===== src/sv/rhlp_pkg.sv =====
// ----------------------------------------------------------------------------
// rhlp_pkg
// Types, codes and character helpers shared by the header line parser.
// ----------------------------------------------------------------------------
package rhlp_pkg;

  // Defaults for the top-level parameters
  localparam int unsigned DEF_MAX_SOURCE_BYTES = 4096;
  localparam int unsigned DEF_ID_LIMIT         = 64;

  // Fixed field widths
  localparam int unsigned BYTE_W     = 8;
  localparam int unsigned STATUS_W   = 4;
  localparam int unsigned ID_START_W = 12;
  localparam int unsigned ID_LEN_W   = 6;
  localparam int unsigned KW_IDX_W   = 4;

  // Length counters saturate at 2^13-1
  localparam int unsigned LEN_W = 13;
  localparam logic [LEN_W-1:0]    LEN_MAX    = '1;
  localparam logic [ID_LEN_W-1:0] ID_LEN_MAX = '1;

  localparam logic [KW_IDX_W-1:0] KW_LEN = 4'd9;

  localparam logic [BYTE_W-1:0] CH_NUL   = 8'h00;
  localparam logic [BYTE_W-1:0] CH_TAB   = 8'h09;
  localparam logic [BYTE_W-1:0] CH_LF    = 8'h0A;
  localparam logic [BYTE_W-1:0] CH_CR    = 8'h0D;
  localparam logic [BYTE_W-1:0] CH_SPACE = 8'h20;
  localparam logic [BYTE_W-1:0] CH_HASH  = 8'h23;
  localparam logic [BYTE_W-1:0] CH_COLON = 8'h3A;
  localparam logic [BYTE_W-1:0] CH_UNDER = 8'h5F;
  localparam logic [BYTE_W-1:0] CH_DASH  = 8'h2D;
  localparam logic [BYTE_W-1:0] CH_DOT   = 8'h2E;

  typedef enum logic [2:0] {
    PH_LEAD,
    PH_KEYWORD,
    PH_COLON,
    PH_AFTER_COLON,
    PH_ID,
    PH_DONE
  } phase_e;

  typedef enum logic [STATUS_W-1:0] {
    ST_OK         = 4'd0,
    ST_NO_HASH    = 4'd1,
    ST_NO_KEYWORD = 4'd2,
    ST_NO_COLON   = 4'd3,
    ST_ID_MISSING = 4'd4,
    ST_NO_NEWLINE = 4'd5,
    ST_EMPTY      = 4'd6,
    ST_TOO_LONG   = 4'd7,
    ST_ILLEGAL    = 4'd8
  } status_e;

  // Parser state apart from the position counters
  typedef struct packed {
    phase_e              phase;
    logic [KW_IDX_W-1:0] kw_idx;
    logic [LEN_W-1:0]    committed_len;
    logic [LEN_W-1:0]    pending_blanks;
    logic                bad_char;
    status_e             latched_status;
  } parse_state_t;

  localparam parse_state_t PARSE_RESET = '{
    phase:          PH_LEAD,
    kw_idx:         '0,
    committed_len:  '0,
    pending_blanks: '0,
    bad_char:       1'b0,
    latched_status: ST_OK
  };

  // Verdict for one text, minus the id offset
  typedef struct packed {
    status_e             status;
    logic [ID_LEN_W-1:0] id_length;
  } verdict_t;

  function automatic logic [BYTE_W-1:0] kw_char(input logic [KW_IDX_W-1:0] idx);
    case (idx)
      4'd0:    kw_char = 8'h63; // c
      4'd1:    kw_char = 8'h6F; // o
      4'd2:    kw_char = 8'h6E; // n
      4'd3:    kw_char = 8'h74; // t
      4'd4:    kw_char = 8'h61; // a
      4'd5:    kw_char = 8'h69; // i
      4'd6:    kw_char = 8'h6E; // n
      4'd7:    kw_char = 8'h65; // e
      4'd8:    kw_char = 8'h72; // r
      default: kw_char = CH_NUL;
    endcase
  endfunction

  function automatic logic is_blank(input logic [BYTE_W-1:0] c);
    is_blank = (c == CH_SPACE) || (c == CH_TAB);
  endfunction

  function automatic logic is_space(input logic [BYTE_W-1:0] c);
    is_space = (c == CH_SPACE) || (c inside {[CH_TAB:CH_CR]});
  endfunction

  function automatic logic is_newline(input logic [BYTE_W-1:0] c);
    is_newline = (c == CH_LF) || (c == CH_CR);
  endfunction

  function automatic logic is_alnum(input logic [BYTE_W-1:0] c);
    is_alnum = (c inside {[8'h30:8'h39], [8'h41:8'h5A], [8'h61:8'h7A]});
  endfunction

  function automatic status_e end_status(input phase_e ph, input status_e latched);
    case (ph)
      PH_LEAD:        end_status = ST_NO_HASH;
      PH_KEYWORD:     end_status = ST_NO_KEYWORD;
      PH_COLON:       end_status = ST_NO_COLON;
      PH_AFTER_COLON: end_status = ST_ID_MISSING;
      PH_ID:          end_status = ST_NO_NEWLINE;
      default:        end_status = latched;
    endcase
  endfunction

endpackage


===== src/sv/rhlp_step.sv =====
// ----------------------------------------------------------------------------
// rhlp_step
// Next-state and verdict logic for one text byte.
// ----------------------------------------------------------------------------
module rhlp_step #(
  parameter int unsigned MAX_SOURCE_BYTES = rhlp_pkg::DEF_MAX_SOURCE_BYTES,
  parameter int unsigned ID_LIMIT         = rhlp_pkg::DEF_ID_LIMIT,
  localparam int unsigned POS_W           = $clog2(MAX_SOURCE_BYTES)
) (
  input  rhlp_pkg::parse_state_t   state_i,
  input  logic [POS_W-1:0]         pos_i,
  input  logic [POS_W-1:0]         first_off_i,
  input  logic [rhlp_pkg::BYTE_W-1:0] byte_i,
  input  logic                     last_i,
  output rhlp_pkg::parse_state_t   state_o,
  output logic [POS_W-1:0]         pos_o,
  output logic [POS_W-1:0]         first_off_o,
  output rhlp_pkg::verdict_t       verdict_o,
  output logic [POS_W-1:0]         verdict_off_o
);
  import rhlp_pkg::*;

  localparam logic [POS_W-1:0] POS_LAST  = POS_W'(MAX_SOURCE_BYTES - 1);
  localparam logic [LEN_W-1:0] LEN_LIMIT = LEN_W'(ID_LIMIT);

  parse_state_t     st;
  logic [POS_W-1:0] first_off;
  logic             take_id;
  logic [LEN_W:0]   sum_wide;
  logic [LEN_W-1:0] sum_sat;
  logic             punct;
  status_e          final_status;

  always_comb begin
    st        = state_i;
    first_off = first_off_i;
    take_id   = 1'b0;
    sum_wide  = '0;
    sum_sat   = '0;
    punct     = 1'b0;

    if (st.phase != PH_DONE) begin
      if (byte_i == CH_NUL) begin
        // string end: settle on what is missing so far
        st.latched_status = end_status(st.phase, st.latched_status);
        st.phase          = PH_DONE;
      end else begin
        case (st.phase)
          PH_LEAD: begin
            if (byte_i == CH_HASH) begin
              st.phase  = PH_KEYWORD;
              st.kw_idx = '0;
            end else if (!is_space(byte_i)) begin
              st.latched_status = ST_NO_HASH;
              st.phase          = PH_DONE;
            end
          end
          PH_KEYWORD: begin
            if (!(st.kw_idx == '0 && is_blank(byte_i))) begin
              if (st.kw_idx < KW_LEN && byte_i == kw_char(st.kw_idx)) begin
                st.kw_idx = st.kw_idx + 1'b1;
                if (st.kw_idx >= KW_LEN) st.phase = PH_COLON;
              end else begin
                st.latched_status = ST_NO_KEYWORD;
                st.phase          = PH_DONE;
              end
            end
          end
          PH_COLON: begin
            if (byte_i == CH_COLON) begin
              st.phase = PH_AFTER_COLON;
            end else if (!is_blank(byte_i)) begin
              st.latched_status = ST_NO_COLON;
              st.phase          = PH_DONE;
            end
          end
          PH_AFTER_COLON: begin
            if (!is_blank(byte_i)) begin
              first_off = pos_i;
              if (is_newline(byte_i)) begin
                st.latched_status = ST_EMPTY;
                st.phase          = PH_DONE;
              end else begin
                st.phase          = PH_ID;
                st.committed_len  = '0;
                st.pending_blanks = '0;
                st.bad_char       = 1'b0;
                take_id           = 1'b1;
              end
            end
          end
          PH_ID: begin
            take_id = 1'b1;
          end
          default: begin
          end
        endcase

        if (take_id) begin
          if (is_newline(byte_i)) begin
            if (st.committed_len == '0)            st.latched_status = ST_EMPTY;
            else if (st.committed_len >= LEN_LIMIT) st.latched_status = ST_TOO_LONG;
            else if (st.bad_char)                  st.latched_status = ST_ILLEGAL;
            else                                   st.latched_status = ST_OK;
            st.phase = PH_DONE;
          end else if (is_blank(byte_i)) begin
            if (st.pending_blanks != LEN_MAX) st.pending_blanks = st.pending_blanks + 1'b1;
          end else begin
            punct = (byte_i == CH_UNDER) || (byte_i == CH_DOT) || (byte_i == CH_DASH);
            if (st.pending_blanks != '0) st.bad_char = 1'b1;
            if (!is_alnum(byte_i) && (!punct || st.committed_len == '0)) st.bad_char = 1'b1;
            // held blanks become part of the id, then the byte itself
            sum_wide = {1'b0, st.committed_len} + {1'b0, st.pending_blanks};
            sum_sat  = sum_wide[LEN_W] ? LEN_MAX : sum_wide[LEN_W-1:0];
            st.committed_len  = (sum_sat == LEN_MAX) ? LEN_MAX : sum_sat + 1'b1;
            st.pending_blanks = '0;
          end
        end
      end
    end
  end

  always_comb begin
    final_status         = end_status(st.phase, st.latched_status);
    verdict_o.status     = final_status;
    verdict_o.id_length  = '0;
    if (final_status == ST_OK || final_status == ST_ILLEGAL) begin
      verdict_o.id_length = (st.committed_len > LEN_W'(ID_LEN_MAX)) ? ID_LEN_MAX
                            : st.committed_len[ID_LEN_W-1:0];
    end else if (final_status == ST_TOO_LONG) begin
      verdict_o.id_length = ID_LEN_MAX;
    end
  end

  // id offset including this byte, before the clear on the last byte
  assign verdict_off_o = first_off;

  // Last byte: verdict goes out and the parser starts over
  assign state_o     = last_i ? PARSE_RESET : st;
  assign first_off_o = last_i ? '0 : first_off;
  assign pos_o       = last_i ? '0 : ((pos_i != POS_LAST) ? pos_i + 1'b1 : pos_i);

endmodule


===== src/sv/runtime_header_line_parser_core.sv =====
// ----------------------------------------------------------------------------
// runtime_header_line_parser_core
// Byte-stream parser for a "#container: <id>" header line.
// ----------------------------------------------------------------------------
// Feed the source text one byte per word on the slave stream, tlast on the
// final byte. Unless the master side stalls, the block accepts one word every
// clock cycle with no gaps; each word passes an input register, one step of
// combinational parse logic and, on the final byte only, lands in the output
// register, from which the verdict word (status, id start offset, trimmed id
// length) goes out. Nothing comes out for other bytes. A stalled
// master side holds the verdict; the slave side keeps flowing until the
// input register is also blocked. After each verdict the parser is back in
// its reset state, ready for the next text. A zero byte ends the text early:
// the verdict is fixed there and later bytes up to tlast are ignored.
// Byte offsets saturate at MAX_SOURCE_BYTES-1; ids of ID_LIMIT bytes or more
// report too long.
module runtime_header_line_parser_core #(
  parameter int unsigned MAX_SOURCE_BYTES = rhlp_pkg::DEF_MAX_SOURCE_BYTES,
  parameter int unsigned ID_LIMIT         = rhlp_pkg::DEF_ID_LIMIT
) (
  input  logic        clk_i,
  input  logic        rst_ni,
  // slave side: text bytes
  input  logic        s_axis_tvalid,
  output logic        s_axis_tready,
  input  logic [7:0]  s_axis_tdata,   // [7:0] text_byte
  input  logic        s_axis_tlast,   // final_byte
  // master side: verdicts
  output logic        m_axis_tvalid,
  input  logic        m_axis_tready,
  output logic [23:0] m_axis_tdata    // [3:0] status, [15:4] id_start,
                                      // [21:16] id_length, [23:22] zero
);
  import rhlp_pkg::*;

  localparam int unsigned POS_W = $clog2(MAX_SOURCE_BYTES);

  // input register
  logic              in_valid_q, in_valid_d;
  logic [BYTE_W-1:0] in_byte_q;
  logic              in_last_q;

  // parser state
  parse_state_t      state_q, state_d;
  logic [POS_W-1:0]  pos_q, pos_d;
  logic [POS_W-1:0]  first_off_q, first_off_d;

  // output register
  logic              out_valid_q, out_valid_d;
  verdict_t          out_verdict_q;
  logic [POS_W-1:0]  out_off_q;

  verdict_t          verdict;
  logic [POS_W-1:0]  verdict_off;
  logic              advance;
  logic              in_take;
  logic [ID_START_W+POS_W-1:0] off_ext;

  // a parsed byte moves on when the output slot is free or drains this cycle
  assign advance       = in_valid_q && (!out_valid_q || m_axis_tready);
  assign s_axis_tready = !in_valid_q || advance;
  assign in_take       = s_axis_tvalid && s_axis_tready;

  rhlp_step #(
    .MAX_SOURCE_BYTES(MAX_SOURCE_BYTES),
    .ID_LIMIT        (ID_LIMIT)
  ) u_step (
    .state_i      (state_q),
    .pos_i        (pos_q),
    .first_off_i  (first_off_q),
    .byte_i       (in_byte_q),
    .last_i       (in_last_q),
    .state_o      (state_d),
    .pos_o        (pos_d),
    .first_off_o  (first_off_d),
    .verdict_o    (verdict),
    .verdict_off_o(verdict_off)
  );

  always_comb begin
    in_valid_d = in_valid_q;
    if (in_take)      in_valid_d = 1'b1;
    else if (advance) in_valid_d = 1'b0;
  end

  always_comb begin
    out_valid_d = out_valid_q;
    if (advance && in_last_q) out_valid_d = 1'b1;
    else if (m_axis_tready)   out_valid_d = 1'b0;
  end

  always_ff @(posedge clk_i or negedge rst_ni) begin
    if (!rst_ni) begin
      in_valid_q  <= 1'b0;
      out_valid_q <= 1'b0;
      state_q     <= PARSE_RESET;
      pos_q       <= '0;
      first_off_q <= '0;
    end else begin
      in_valid_q  <= in_valid_d;
      out_valid_q <= out_valid_d;
      if (advance) begin
        state_q     <= state_d;
        pos_q       <= pos_d;
        first_off_q <= first_off_d;
      end
    end
  end

  // payload registers
  always_ff @(posedge clk_i) begin
    if (in_take) begin
      in_byte_q <= s_axis_tdata;
      in_last_q <= s_axis_tlast;
    end
    if (advance && in_last_q) begin
      out_verdict_q <= verdict;
      // offset of the id as it stands after this final byte
      out_off_q     <= verdict_off;
    end
  end

  assign off_ext       = {{ID_START_W{1'b0}}, out_off_q};
  assign m_axis_tvalid = out_valid_q;
  assign m_axis_tdata  = {2'b00, out_verdict_q.id_length, off_ext[ID_START_W-1:0],
                          out_verdict_q.status};

  // ---------------------------------------------------------------------------
  // Assertions
  // ---------------------------------------------------------------------------
  a_ok_has_length : assert property (@(posedge clk_i) disable iff (!rst_ni)
    (m_axis_tvalid && out_verdict_q.status == ST_OK) |-> (out_verdict_q.id_length != '0))
    else $error("ok verdict with empty id");

  a_too_long_len : assert property (@(posedge clk_i) disable iff (!rst_ni)
    (m_axis_tvalid && out_verdict_q.status == ST_TOO_LONG)
      |-> (out_verdict_q.id_length == ID_LEN_MAX))
    else $error("too-long verdict without saturated length");

  a_fail_zero_len : assert property (@(posedge clk_i) disable iff (!rst_ni)
    (m_axis_tvalid && out_verdict_q.status != ST_OK && out_verdict_q.status != ST_ILLEGAL
      && out_verdict_q.status != ST_TOO_LONG) |-> (out_verdict_q.id_length == '0))
    else $error("failure verdict carries an id length");

  a_reset_after_last : assert property (@(posedge clk_i) disable iff (!rst_ni)
    (advance && in_last_q) |=> (state_q.phase == PH_LEAD && pos_q == '0))
    else $error("parser not cleared after final byte");

  a_empty_in_ready : assert property (@(posedge clk_i) disable iff (!rst_ni)
    !in_valid_q |-> s_axis_tready)
    else $error("input register empty but not ready");

endmodule


===== config.mk =====
export PLATFORM = sky130hd
export DESIGN_NAME = runtime_header_line_parser_core
export DESIGN_NICKNAME = d
export VERILOG_FILES = /design/src/sv/rhlp_pkg.sv /design/src/sv/rhlp_step.sv /design/src/sv/runtime_header_line_parser_core.sv
export SDC_FILE = /design/constraint.sdc
export NUM_CORES = 1
export LEC_CHECK = 0
export BUFFER_PORTS_ARGS = -buffer_cell sky130_fd_sc_hd__buf_4
export CAP_MARGIN = 20
export CORE_UTILIZATION = 65
export CTS_BUF_LIST = sky130_fd_sc_hd__clkbuf_8
export DETAILED_ROUTE_END_ITERATION = 7
export PLACE_DENSITY = 0.95
export SYNTH_ARGS = -nofsm -noshare
export SYNTH_HDL_FRONTEND = slang
export SYNTH_HIERARCHICAL = 1
export SYNTH_SLANG_ARGS = --single-unit

===== constraint.sdc =====
create_clock -name clk_i -period 6.46 [get_ports clk_i]
set_clock_uncertainty 0.15 [all_clocks]
set_input_delay 1.938 -clock clk_i [delete_from_list [all_inputs] [get_ports clk_i]]
set_output_delay 1.938 -clock clk_i [all_outputs]
set_load 0.02 [all_outputs]

==> impl_metrics.toml, run 1 <==
[setup_path]
critical_path.endpoint_type = "flop"
worstPathMaxFanout = 13
criticalPathCategory = "reg -> reg"
cp_num_buf_inv = 2
crit_arrival_ns = 5.89
slowest_stage = "edfxtp_1"
crit_top_cell = "o211ai_1"
cp_data_required_time_ns = 6.41
critPathMaxStageDelay_ns = 0.58
start_kind = "flop"
cp_cell_sequence = "nor4_4 -> o211ai_1 -> nand2_1 -> buf_4 -> and2_1 -> ha_1 -> maj3_2 -> o211ai_2 -> nand2_1 -> nor3b_2 -> o31a_1 -> nor2_1 -> inv_1 -> ha_1 -> o211ai_1 -> nand3b_1 -> nor4_1 -> mux2i_1 -> o211ai_1 -> a2111oi_4 -> a31oi_1"
cpLargestDelayFamily = "simple AND/OR/NAND/NOR gates"

[synth]
avgSynthCellArea_um2 = 9.49
syn-instance-count = 837
synth_edf_count = 31
synth_cell_types = 99
ys_warn_count = 6
ys.flop_type = "dfrtp_1"
netlist_area_um2 = 7940
ys_seq_area_share_pct = 31.9
synthArstFlopShare_pct = 67.4
ys_ff_latch = 95

[place]
dp_hpwl_mm = 14.3
dp.cells = 984
io_buffers = 36
place.gp.congestion = 0.973
place_ws_ns = 0.426

[global_route]
grt-busiest-layer = "met2"
grt_use_total_pct = 33.6
grt_max_degree = 65
grtUsageMet2_pct = 54.6
grt_use_met3_pct = 5.29
grt_pass1_vias = 6693
grt_antenna_before_repair = 0
gr-usage-met1_pct = 43.4
grt_first_pass_wirelength_mm = 33.8
overflow = 0

[finish]
drive_gt1_share_pct = 21.2
area.sequential_um2 = 2530
instances_no_fill = 1004
final_nets = 885
area_delta_synth_final_pct = 6.48
n_antenna_cell = 0
multiInputGateArea_um2 = 5070
fillers = 843
fin_util_pct = 70.7

[hold_path]
hold_class = "reg -> reg"

[sta]
period_needed_ns = 5.94
maxSlewHeadroom_pct = 44.9
rsz0062_at_grt = "false"
fin_crit_sh_pct = 92.0
fmax_mhz = 168
max_slew.worst_pin.slew_ns = 0.822
setup_slack_ns = 0.519
drv_slew = 0
hold_viol = 0
setup-tns-final_ns = 0
finalSetupViolCount = 0

[cts]
ctsRootBufferMaster = "clkbuf_8"
numCtsBuffers = 9
cts_max_level = 3
cts_sinks = 95
insertion_delay_ns = 0.39
cts_tree = "built"
cts_max_path_buffers = 2
clk_pin_slew_ns = 0.10

[floorplanning]
rows = 40
die_h_um = 113
start_util_pct = 66.4
die-area_um2 = 12700
io_pins = 39
core_um2 = 12000
die_w_um = 113

[detailed_routing]
num_vias = 7003
routedWlPerCell_um = 20.9
drc = 0
drt_iter0_markers = 825
antenna_left = 0
viasPerCell = 6.98
routed_wl_mm = 21.0
first_pass_iters = 5

[pwr]
powerDensity_nw_per_um2 = 282
leakagePower_nw = 3.66
ir_drop_mv = 0.235

[run]
maxCapViolations = 0

[run_status]
outcome = "finished clean"
layer usage:
metal,share of wire (%),up-vias,wire length [um]
li1,-,3165,-
met1,41,3335,8510
met2,47,403,9900
met3,7.7,100,1620
met4,4.5,0,940
met5,0,-,0
metrics by stage:
stage                     power [mW]  hold slack, ns  area, um2
after floorplan                 1.66           0.317       7950
after global placement          1.89           0.336       8210
after detailed placement        1.93           0.347       8210
after CTS                       2.34           0.376       8400
after global routing            2.49           0.393       8460
final                           2.38           0.376       8460
path summary, 6_finish.rpt:
check / end / cells after the start / from / slack (ns)
max: m_axis_tdata[17] / 21 / in_byte_q[5] / 0.52
min: first_off_q[6] / 1 / first_off_q[6] / 0.38
max reg2reg: m_axis_tdata[17] / 21 / in_byte_q[5] / 0.52
min reg2reg: first_off_q[6] / 1 / first_off_q[6] / 0.38
max in group asynchronous: state_q[12] / 1 / rst_ni / 4.14
min in group asynchronous: first_off_q[9] / 1 / rst_ni / 1.48
power breakdown:
part           leakage (nW)  internal, mW  switching, mW
clock                0.0937         0.179          0.229
combinational          2.41         0.459          0.685
sequential             1.16         0.713          0.117
total                  3.66          1.35           1.03
repair_timing:
item,CTS,global route
hold buffers,0,0
gates resized for setup,0,2
setup endpoints to repair,0,6
setup buffers,0,4
cell usage after synthesis (18+ instances only):
cell | instances | share of area, %
edfxtp_1 | 31 | 12
dfrtp_1 | 64 | 20
nor2_1 | 88 | 4.2
a21oi_1 | 28 | 1.8
and2_1 | 36 | 2.8
ha_1 | 19 | 3.0
mux2_4 | 60 | 11
a31oi_1 | 23 | 1.8
o21ai_0 | 29 | 1.8
nand2_1 | 61 | 2.9
clkbuf_1 | 21 | 0.99
inv_1 | 18 | 0.85
nor3_1 | 33 | 2.1
layout by cell type (no fill, tap or decap), types with 5 or more instances in the layout:
cell / instances
a21o_1: 7
nand2_1: 61
a22oi_1: 9
buf_4: 52
dfrtp_1: 64
nand4_1: 11
clkbuf_8: 9
xnor2_1: 15
and2_1: 36
nand3b_1: 5
xor2_1: 13
o22ai_1: 11
nand2b_1: 12
o31a_1: 5
nor2_1: 87
mux2_2: 16
and3_1: 7
o211ai_1: 12
mux2_4: 60
nor2b_1: 7
a211oi_1: 14
or3_1: 9
nand3_1: 16
mux2i_1: 7
a31oi_1: 23
ha_1: 19
nor3_1: 33
edfxtp_1: 31
inv_1: 18
nor4_1: 9
o21ai_0: 29
a21oi_1: 28
o31ai_1: 6
state kept, by name (all words and copies together) (netlist names):
| register | flops |
|---|---|
| first_off_q | 12 |
| in_byte_q | 8 |
| in_last_q | 1 |
| in_valid_q | 1 |
| m_axis_tdata | 10 |
| m_axis_tvalid | 1 |
| out_off_q | 12 |
| pos_q | 12 |
| state_q | 38 |
worst reg2reg max path, stage by stage, from the launching register on:
cell	delay (ns)
edfxtp_1	0.58
nor4_4	0.42
o211ai_1	0.18
nand2_1	0.25
buf_4	0.23
and2_1	0.22
ha_1	0.21
maj3_2	0.24
o211ai_2	0.11
nand2_1	0.11
nor3b_2	0.27
o31a_1	0.21
nor2_1	0.07
inv_1	0.06
ha_1	0.25
o211ai_1	0.17
nand3b_1	0.34
nor4_1	0.41
mux2i_1	0.29
o211ai_1	0.17
a2111oi_4	0.51
a31oi_1	0.17
cell families (layout without fill, tap and decap cells):
logic type | Yosys count | count (layout) | share of synthesized area [%]
flops | 95 | 95 | 31.9
other cells | 1 | 2 | 0.0472
mux | 83 | 83 | 14.5
simple gates | 333 | 333 | 23.0
compound gates | 206 | 206 | 19.4
buf+inv | 69 | 88 | 4.55
xor+xnor | 30 | 30 | 3.50
fa+ha+maj | 20 | 20 | 3.14
cell type report:
class | instances | area share (%)
inverters | 20 | 0.888
well taps | 147 | 2.18
multi-input cells | 674 | 59.9
repair buffers | 53 | 4.79
clock buffers | 9 | 1.46
clock inverters | 6 | 0.799
flip-flops and latches | 95 | 29.9
Note: power is estimated with default switching activity, not from simulation.
==> run 2, diff against run 1 <==
- CORE_UTILIZATION: 65 -> 45
- PLACE_DENSITY: 0.95 -> 0.73
==> run 2 against run 1 <==
Via count fell by 4.8%. Wire length fell by 5.0%. Global-route usage fell by 11 points. Clock-buffer cell count did not move. Clock power rose by 6.1%. Final area rose by 0.74%. Flip-flop and latch count did not move. Sequential power fell by 0.8%. Total power fell by 0.13%. Sequential share of layout area fell by 0.22 points. Final cell count rose by 7.4%. Critical path depth fell by 3. Critical path type unchanged. Largest power group unchanged.
==> impl_metrics.toml, run 2 (same netlist as run 1, synthesis figures left out) <==
[cts]
clk_pin_slew_ns = 0.11
cts_max_level = 3
holdBufCountCts = 0
ctsRootBufferMaster = "clkbuf_8"
post_cts_buffers = 0
insertion_delay_ns = 0.39
ctsResizeCount = 0
numCtsBuffers = 9
cts_sinks = 95
cts_max_path_buffers = 2
cts_tree = "built"

[pwr]
power_mw = 2.38
leakagePower_nw = 3.65
ir_drop_mv = 0.134
powerDensity_nw_per_um2 = 279

[setup_path]
critical_path.endpoint_type = "flop"
worstPathMaxFanout = 29
crit_arrival_ns = 5.96
start_kind = "flop"
criticalPathCategory = "reg -> reg"
cp_data_required_time_ns = 6.42

[finish]
layout_common_cells = "nor2_1 (87), dfrtp_1 (64), nand2_1 (61)"
drive_gt1_share_pct = 20.9
instances_no_fill = 1078
largest_reg_flops = 38
layout_commonest_cell = "nor2_1"
fin_area_um2 = 8520
area_delta_synth_final_pct = 7.26
max_flop_register = "state_q"
n_antenna_cell = 0
final_nets = 880
fillers = 1634

[sta]
rsz0062_at_grt = "false"
maxSlewHeadroom_pct = 24.5
hold_viol = 0
max_slew.worst_pin.slew_ns = 1.13
drv_slew = 0
fin_crit_sh_pct = 92.9
fmax_mhz = 167
holdWs_ns = 0.367
finalSetupViolCount = 0
period_needed_ns = 6.00
setup-tns-final_ns = 0

[floorplanning]
die_w_um = 135
start_util_pct = 46.1
die-area_um2 = 18200
core_um2 = 17200
die_h_um = 135
rows = 48
io_pins = 39

[place]
place.gp.congestion = 0.897
dp_hpwl_mm = 14.1
post_dp_cell_area_um2 = 8300
io_buffers = 36
dp.cells = 1061

[run_status]
outcome = "finished clean"

[detailed_routing]
first_pass_iters = 5
routedWlPerCell_um = 18.5
num_vias = 6668
antenna_left = 0
routed_wl_mm = 19.9
drt_iter0_markers = 622
viasPerCell = 6.19
drc = 0

[global_route]
grt_pass1_vias = 6206
grt_use_total_pct = 22.7
grt_antenna_before_repair = 0
grt_first_pass_wirelength_mm = 32.6
overflow = 0
grt_max_degree = 65

[hold_path]
hold_class = "reg -> reg"

[run]
maxCapViolations = 0
[run 2: worst paths after layout]
| kind | start | end | slack, ns | cells after the start |
|---|---|---|---|---|
| max | in_byte_q[5] | m_axis_tdata[20] | 0.46 | 18 |
| min | first_off_q[11] | first_off_q[11] | 0.37 | 1 |
| max reg2reg | in_byte_q[5] | m_axis_tdata[20] | 0.46 | 18 |
| min reg2reg | first_off_q[11] | first_off_q[11] | 0.37 | 1 |
| max in group asynchronous | rst_ni | state_q[19] | 4.12 | 1 |
| min in group asynchronous | rst_ni | state_q[30] | 1.49 | 1 |
[run 2: final cells by class]
type | instances | area [um2] | share of cell area (%)
multi-input cells | 674 | 5060 | 59.4
well taps | 225 | 282 | 3.30
flip-flops and latches | 95 | 2530 | 29.7
clock inverters | 7 | 78.8 | 0.925
inverters | 20 | 75.1 | 0.881
repair buffers | 48 | 368 | 4.32
clock buffers | 9 | 124 | 1.45
[run 2: per-layer routing]
metal	track usage, %	vias up	wire length [um]
li1	-	3152	-
met1	31.1	3294	9350
met2	37.0	195	9440
met3	3.83	27	838
met4	6.05	0	304
met5	0	-	0
[run 2: per-stage QoR]
step                      worst slack (ns)  util [%]
after floorplan                      0.583         -
after global placement               0.640      48.2
after detailed placement             0.534      48.2
after CTS                            0.496      49.3
after global routing                0.0512      49.4
final                                0.456      49.4
[run 2: power breakdown]
part / total [mW] / switching, mW / internal, mW
clock network: 0.433 / 0.248 / 0.186
registers: 0.823 / 0.110 / 0.713
logic: 1.12 / 0.664 / 0.457
[run 2: worst max-delay path: stages (launching register included)]
cell,delay [ns]
edfxtp_1,0.58
nor4_4,0.50
o211ai_1,0.19
nand2_1,0.19
buf_4,0.30
and2_1,0.17
ha_1,0.32
or2_2,0.36
a31o_2,0.29
o31ai_2,0.54
nand2b_1,0.12
ha_1,0.29
o211ai_1,0.16
nand3b_1,0.30
nor4b_4,0.09
a21bo_1,0.30
o22a_4,0.26
a2111oi_4,0.46
a31oi_1,0.15
